`config.mk`:
```
export PLATFORM = sky130hd
export DESIGN_NAME = fp32_positive_adder_unit
export DESIGN_NICKNAME = d
export VERILOG_FILES = /design/src/design/fpa_pkg.sv /design/src/design/fp32_positive_adder_unit.sv
export SDC_FILE = /design/constraint.sdc
export NUM_CORES = 1
export LEC_CHECK = 0
export BUFFER_PORTS_ARGS = -buffer_cell sky130_fd_sc_hd__buf_2
export CORE_MARGIN = 2
export CORE_UTILIZATION = 40
export DETAILED_ROUTE_END_ITERATION = 12
export GPL_TIMING_DRIVEN = 0
export PLACE_DENSITY_LB_ADDON = 0.05
export REMOVE_ABC_BUFFERS = 1
export SYNTH_ARGS = -nofsm -noshare
export SYNTH_HDL_FRONTEND = slang
export SYNTH_SLANG_ARGS = --single-unit
export TNS_END_PERCENT = 20
```
`constraint.sdc`:
```
create_clock -name clk -period 24.8 [get_ports clk]
set_input_delay 7.44 -clock clk [delete_from_list [all_inputs] [get_ports clk]]
set_output_delay 7.44 -clock clk [all_outputs]
set_load 0.03 [all_outputs]
```
`src/design/fpa_pkg.sv`:
```
package fpa_pkg;
    localparam int ExpW = 8;
    localparam int FracW = 23;
    localparam int SigW = 27;
    localparam int HiddenPos = 26;
    localparam logic [ExpW-1:0] ExpMax = 8'd254;
    localparam logic [30:0] InfWord = 31'h7F800000;
endpackage

```
`src/design/fp32_positive_adder_unit.sv`:
```
// Positive single-precision adder. One operand pair enters per cycle on s_axis
// (tdata bits: exponent_a[7:0], fraction_a[30:8], exponent_b[38:31],
// fraction_b[61:39]); each result leaves on m_axis after the stages below (tdata bits:
// sum_word[30:0], overflow[31]). Four register stages: swap and zero check,
// alignment shift with sticky, add and normalize, round and pack. A stall holds
// every stage; the pipeline keeps one pair per cycle while m_axis_tready is high.
module fp32_positive_adder_unit
(
    input  logic        clk,
    input  logic        rst_n,
    input  logic        s_axis_tvalid,
    output logic        s_axis_tready,
    input  logic [63:0] s_axis_tdata,  // exponent_a, fraction_a, exponent_b, fraction_b
    output logic        m_axis_tvalid,
    input  logic        m_axis_tready,
    output logic [31:0] m_axis_tdata   // sum_word, overflow
);
    localparam int EW = fpa_pkg::ExpW;
    localparam int FW = fpa_pkg::FracW;
    localparam int SW = fpa_pkg::SigW;

    logic adv;
    assign adv = !m_axis_tvalid || m_axis_tready;
    assign s_axis_tready = adv;

    logic [EW-1:0] ea, eb;
    logic [FW-1:0] fa, fb;
    assign ea = s_axis_tdata[7:0];
    assign fa = s_axis_tdata[30:8];
    assign eb = s_axis_tdata[38:31];
    assign fb = s_axis_tdata[61:39];

    // stage 1
    logic v1_reg, sp1_reg, ov1_reg;
    logic [30:0] w1_reg;
    logic [EW-1:0] e1_reg, d1_reg;
    logic [FW-1:0] fh1_reg, fl1_reg;
    // stage 2
    logic v2_reg, sp2_reg, ov2_reg;
    logic [30:0] w2_reg;
    logic [EW-1:0] e2_reg;
    logic [SW-1:0] ma2_reg, mb2_reg;
    // stage 3
    logic v3_reg, sp3_reg, ov3_reg;
    logic [30:0] w3_reg;
    logic [EW:0] e3_reg;
    logic [SW-1:0] m3_reg;
    // stage 4
    logic v4_reg;
    logic [31:0] out_reg;

    logic swap;
    logic s1_sp, s1_ov;
    logic [30:0] s1_w;
    assign swap = ea < eb;
    always_comb
    begin
        s1_sp = 1'b1;
        s1_ov = 1'b0;
        s1_w = '0;
        if (ea > fpa_pkg::ExpMax || eb > fpa_pkg::ExpMax)
        begin
            s1_w = fpa_pkg::InfWord;
            s1_ov = 1'b1;
        end
        else if (ea == '0 && eb == '0)
            s1_w = '0;
        else if (ea == '0)
            s1_w = {eb, fb};
        else if (eb == '0)
            s1_w = {ea, fa};
        else
            s1_sp = 1'b0;
    end

    logic [SW-1:0] mbs, mbsh, lostm;
    logic [SW-1:0] s2_mb;
    always_comb
    begin
        mbs = {1'b1, fl1_reg, 3'b000};
        mbsh = mbs >> d1_reg;
        lostm = (SW'(1) << d1_reg[4:0]) - SW'(1);
        if (d1_reg == '0)
            s2_mb = mbs;
        else if (d1_reg > EW'(fpa_pkg::HiddenPos))
            s2_mb = SW'(1);
        else
            s2_mb = mbsh | SW'((mbs & lostm) != '0);
    end

    logic [SW:0] sum;
    logic [SW-1:0] s3_m;
    logic [EW:0] s3_e;
    assign sum = {1'b0, ma2_reg} + {1'b0, mb2_reg};
    always_comb
    begin
        s3_e = {1'b0, e2_reg};
        s3_m = sum[SW-1:0];
        if (sum[SW])
        begin
            s3_m = sum[SW:1];
            s3_e = s3_e + 1'b1;
        end
    end

    logic [SW:0] rnd;
    logic [EW:0] e4;
    logic [SW-1:0] m4;
    logic [31:0] s4_out;
    always_comb
    begin
        rnd = {1'b0, m3_reg[SW-1:3], 3'b000};
        if (m3_reg[2] && (m3_reg[1:0] != 2'b00 || m3_reg[3]))
            rnd = rnd + (SW+1)'(8);
        e4 = e3_reg;
        m4 = rnd[SW-1:0];
        if (rnd[SW])
        begin
            m4 = rnd[SW:1];
            e4 = e3_reg + 1'b1;
        end
        if (sp3_reg)
            s4_out = {ov3_reg, w3_reg};
        else if (e4 > {1'b0, fpa_pkg::ExpMax})
            s4_out = {1'b1, fpa_pkg::InfWord};
        else
            s4_out = {1'b0, e4[EW-1:0], m4[SW-2:3]};
    end

    always_ff @(posedge clk or negedge rst_n)
    begin
        if (!rst_n)
        begin
            v1_reg <= 1'b0;
            v2_reg <= 1'b0;
            v3_reg <= 1'b0;
            v4_reg <= 1'b0;
        end
        else if (adv)
        begin
            v1_reg <= s_axis_tvalid;
            v2_reg <= v1_reg;
            v3_reg <= v2_reg;
            v4_reg <= v3_reg;
        end
    end

    always_ff @(posedge clk)
    begin
        if (adv)
        begin
            sp1_reg <= s1_sp;
            ov1_reg <= s1_ov;
            w1_reg <= s1_w;
            e1_reg <= swap ? eb : ea;
            d1_reg <= swap ? eb - ea : ea - eb;
            fh1_reg <= swap ? fb : fa;
            fl1_reg <= swap ? fa : fb;
            sp2_reg <= sp1_reg;
            ov2_reg <= ov1_reg;
            w2_reg <= w1_reg;
            e2_reg <= e1_reg;
            ma2_reg <= {1'b1, fh1_reg, 3'b000};
            mb2_reg <= s2_mb;
            sp3_reg <= sp2_reg;
            ov3_reg <= ov2_reg;
            w3_reg <= w2_reg;
            e3_reg <= s3_e;
            m3_reg <= s3_m;
            out_reg <= s4_out;
        end
    end

    assign m_axis_tvalid = v4_reg;
    assign m_axis_tdata = out_reg;

    a_hold: assert property (@(posedge clk) disable iff (!rst_n)
        m_axis_tvalid && !m_axis_tready |=> m_axis_tvalid && $stable(m_axis_tdata))
        else $error("stalled result changed");
    a_ovf: assert property (@(posedge clk) disable iff (!rst_n)
        m_axis_tvalid && m_axis_tdata[31] |-> m_axis_tdata[30:0] == fpa_pkg::InfWord)
        else $error("overflow without infinity");
    a_flow: assert property (@(posedge clk) disable iff (!rst_n)
        s_axis_tready && v3_reg |=> m_axis_tvalid)
        else $error("request lost in pipeline");
endmodule
```
=== Word level (Yosys, flattened, before mapping) ===
Cells that the tools add are included.

* Flip-flop bits (word level): 291
* Bits in latches: 0
* Memory bits (writable): 0
* Bits in read-only memories: 0
* Input bits: 68
* Output and inout port bits: 34
* Logic and storage cells: 76
* Memories: 0

* Add/subtract/negate cells: 7
* Multiply operators: 0
* Divide/modulo/power cells: 0
* $lt $le $gt $ge: 5
* Equality and inequality tests: 0
* Shift-type cells: 2
* Multiplexer cells: 18
* Bitwise operators: 2
* Reductions and logical operators: 14

{| class="wikitable"
|+ Operator list
! kind !! number
|-
| 31-bit 2-to-1 mux || 3
|-
| 26-bit 2-to-1 mux || 3
|-
| 32-bit 2-to-1 mux || 2
|-
| 23-bit 2-to-1 mux || 2
|-
| 27-bit by 27-bit adder with 28-bit output || 1
|-
| 27-bit by 4-bit adder with 28-bit output (second input constant) || 1
|-
| 28-bit 2-to-1 mux || 1
|-
| 27-bit AND || 1
|-
| 27-bit 2-to-1 mux || 1
|-
| 27-bit by 1-bit OR with 27-bit output || 1
|-
| 27-bit nonzero test || 1
|-
| 1-bit by 5-bit left shift with 27-bit output (first input constant) || 1
|-
| 27-bit by 8-bit >> shifter with 27-bit output || 1
|-
| 27-bit by 2-bit subtractor with 27-bit output (second input constant) || 1
|-
| 8-bit logical NOT || 3
|-
| 8-bit 2-to-1 mux || 3
|-
| 8-bit greater-than comparator (second input constant) || 2
|-
| 8-bit subtractor || 2
|-
| 8-bit by 1-bit adder with 9-bit output (second input constant) || 1
|-
| 9-bit by 1-bit adder with 9-bit output (second input constant) || 1
|-
| 9-bit by 8-bit greater-than comparator with 1-bit output (second input constant) || 1
|-
| 9-bit 2-to-1 mux || 1
|-
| 8-bit by 5-bit greater-than comparator with 1-bit output (second input constant) || 1
|-
| 8-bit < comparator || 1
|-
| other kinds (7) || 12
|}

=== Logic depth before layout (Yosys ltp) ===
* Depth after elaboration: 8
* Gate-level depth with buffers: 13
* Gate-level depth less buffers: 11

=== Worst setup path after synthesis ===
Ideal clock, no wire load.

* Path kind: in2out
* Start point: input port m_axis_tready
* End point: output port s_axis_tready
* Arrival: 14598 ps
* Data required time: 17360 ps
* Slack: 2762 ps
* Cell stages on the path: 1
* Path buffers: 0
* Cell sequence: nand2b_1

* Cells in the longest elaborated chain, start to end: 1

{| class="wikitable"
|+ Ends and longest elaborated chain
! what !! RTL line !! text
|-
| from (decl) || fp32_positive_adder_unit.sv:15 || <nowiki>input logic m_axis_tready,</nowiki>
|-
| 1-bit logical OR || fp32_positive_adder_unit.sv:23 || <nowiki>assign adv = !m_axis_tvalid || m_axis_tready;</nowiki>
|-
| to (decl) || fp32_positive_adder_unit.sv:12 || <nowiki>output logic s_axis_tready,</nowiki>
|}

No other way between the ends.

=== Worst setup path after layout ===
Ends and elaborated chain as after synthesis.

==> impl_metrics.py <==
metrics = {
    "run_status": {
        "outcome": "complete, no violations",
    },
    "die": {
        "design.core.area_um2": 36600,
        "rows": 70,
        "dieArea_um2": 38700,
        "start_util_pct": 40.6,
        "ios": 102,
        "die_w_um": 197,
        "die_y_um": 197,
    },
    "clock_tree": {
        "insertion_delay_ps": 530,
        "cts_tree": "done",
        "root_buffer": "clkbuf_16",
        "clk_pin_slew_ps": 60,
        "numCtsBuffers": 36,
        "post_cts_buffers": 0,
        "h-tree-depth": 2,
        "postCtsHoldBufs": 0,
        "cts_resized": 0,
        "clockBufferDepth": 3,
        "clock-sinks": 291,
    },
    "synthesis": {
        "ys_ff_latch": 291,
        "ys_async_sr_fraction_pct": 1.37,
        "syn_area_per_cell_um2": 12.3,
        "yosysUniqueCellTypes": 73,
        "synth_flop_cell": "edfxtp_1",
        "synth.area.top_cells": "edfxtp_1, mux2_2, ha_1, mux2i_1, nand2_1",
        "synth_commonest_cells": "edfxtp_1, nand2_1, nor2_1",
        "synth_top_area_share_pct": 57.9,
        "synthCells": 1213,
        "synth.most_common_cell": "edfxtp_1",
        "synth_edf_count": 287,
        "synth_warnings": 0,
        "yosysTopAreaCell": "edfxtp_1",
        "ys_seq_area_share_pct": 58.6,
        "syn_area_um2": 14900,
    },
    "power": {
        "p_total_mw": 2.01,
        "seq_power_share_pct": 44.6,
        "power_switching_uw": 702,
        "powerDensity_nw_per_um2": 118,
        "combPwrFrac_pct": 31.3,
        "p_sw_share_pct": 34.9,
        "peakVddDrop_mv": 0.0614,
        "leakage_nw": 6.66,
        "p_int_mw": 1.31,
        "p_clk_share_pct": 24.1,
    },
    "finish": {
        "drive_gt1_share_pct": 18.7,
        "antenna_cells": 0,
        "largest_reg_flops": 32,
        "utilization_pct": 46.6,
        "final_cell_area_um2": 17000,
        "final_nets": 1416,
        "area_growth_pct": 14.6,
    },
    "global_route": {
        "grt_pass1_wl_mm": 54.5,
        "top_usage_layer": "met2",
        "gr-total-overflow": 0,
        "grt_use_met3_pct": 3.32,
        "grt_pass1_vias": 9054,
        "use_met1_pct": 27.8,
        "track_usage_pct": 18.6,
        "grt_use_met2_pct": 28.1,
        "antenna_found_initial": 0,
        "grt_max_degree": 73,
    },
    "setup_path": {
        "worst_path_most_repeated_cell": "buf_2",
        "cp_max_fo": 45,
        "critical_path_depth": 3,
        "critPathBufInv": 2,
        "r2r_start": "m3_reg[3]",
        "critPathLaunchType": "primary input",
        "crit_path_end": "s_axis_tready",
        "crit_start": "m_axis_tready",
        "slowest_stage": "nand2b_4",
        "rr_endpoint": "m_axis_tdata[11]",
        "worstPathArrival_ps": 8380,
        "worstPathRequired_ps": 17360,
        "crit_family": "simple AND/OR/NAND/NOR gates",
        "crit_type": "in -> out",
        "end_kind": "output port",
        "crit_path_max_incr_delay_ps": 540,
        "reg2reg_depth": 9,
        "crit_chain": "buf_2 > nand2b_4 > buf_2",
        "rrSetupSlack_ps": 20830,
    },
    "routing": {
        "dr.first_iter.drc_count": 766,
        "postRouteAntennaNets": 0,
        "vias": 9561,
        "routed_wl_mm": 35.5,
        "drt_drc_violations_left": 0,
        "first_pass_iters": 5,
        "wl_per_cell_um": 19.8,
        "via_per_inst": 5.33,
    },
    "timing": {
        "finalSetupTns_ps": 0,
        "setup_viol": 0,
        "final-max-slew-violation-count": 0,
        "skew_ps": 22.7,
        "tightestPinTransition_ps": 1330,
        "post-route-period-util_pct": 63.8,
        "slew_headroom_pct": 11.3,
        "rsz0062_at_grt": "no",
        "fmax_mhz": 63.2,
        "finalCriticalPeriod_ps": 15820,
        "finalHoldViolations": 0,
        "whs_ps": 398,
    },
    "placed_design": {
        "dp_hpwl_mm": 25.8,
        "port_buffers": 99,
        "postPlaceCellArea_um2": 15900,
        "routabilityCongestion": 0.899,
    },
    "hold_path": {
        "min_path_type": "reg -> reg",
        "hold_path.startpoint": "fh1_reg[8]",
    },
    "flow_run": {
        "drv_cap": 0,
    },
}
-- metrics by stage --
stage	cells	worst slack, ps
finish	1794	8980
global route	1794	8910
CTS	1792	8960
detailed placement	1732	8970
global placement	1725	-1230
floorplan	1158	2760
-- power groups by stage --
stage | combinational [mW] | clock (mW) | sequential [mW]
2_1_floorplan | 0.404 | 0 | 0.959
3_3_place_gp | 0.618 | 0 | 0.967
3_5_place_dp | 0.626 | 0 | 0.911
4_1_cts | 0.630 | 0.501 | 0.902
5_1_grt | 0.698 | 0.523 | 0.918
6_report | 0.629 | 0.485 | 0.897
-- layout make-up --
cell class	instances	area (um^2)
Clock buffer	42	923
Clock inverter	18	163
Fill cell	3361	19600
Inverter	37	139
Multi-Input combinational cell	830	5830
Sequential cell	291	8720
Tap cell	468	586
Timing Repair Buffer	108	688
-- cell usage in the layout, fill, tap and decap left out, types with 22 or more instances in the layout --
cell       netlist  routed
inv_1           36      36
mux2_2          73      73
a21oi_1         60      60
xnor2_1         26      26
o21ai_0         66      66
nand2_1        115     113
xor2_1          31      31
clkbuf_16        0      36
ha_1            41      41
edfxtp_1       287     287
buf_2            6      99
nand3_1         22      22
nor2_1          97      97
mux2i_1         48      48
-- kinds of logic after synthesis --
logic type	synth area share (%)
AOI/OAI and AO/OA	11.2
xor gates and xnor gates	3.36
adders and majority gates	3.85
buffers and inverters	2.42
DFF	58.6
muxes	9.89
and+or+nand+nor	10.6
-- per-layer routing --
metal | up-vias | share of wire, %
li1 | 4756 | -
met2 | 223 | 44
met5 | - | 0
met4 | 0 | 2.1
met3 | 52 | 4.9
met1 | 4530 | 49
-- worst min path at each step --
stage,cells past startpoint,to,slack [ps]
finish,0,ma2_reg[11],400
global placement,0,ma2_reg[7],400
CTS,0,ma2_reg[11],400
floorplan,0,e2_reg[0],400
global route,0,ma2_reg[11],400
detailed placement,0,e2_reg[4],400
(Power assumes the default switching activity.)
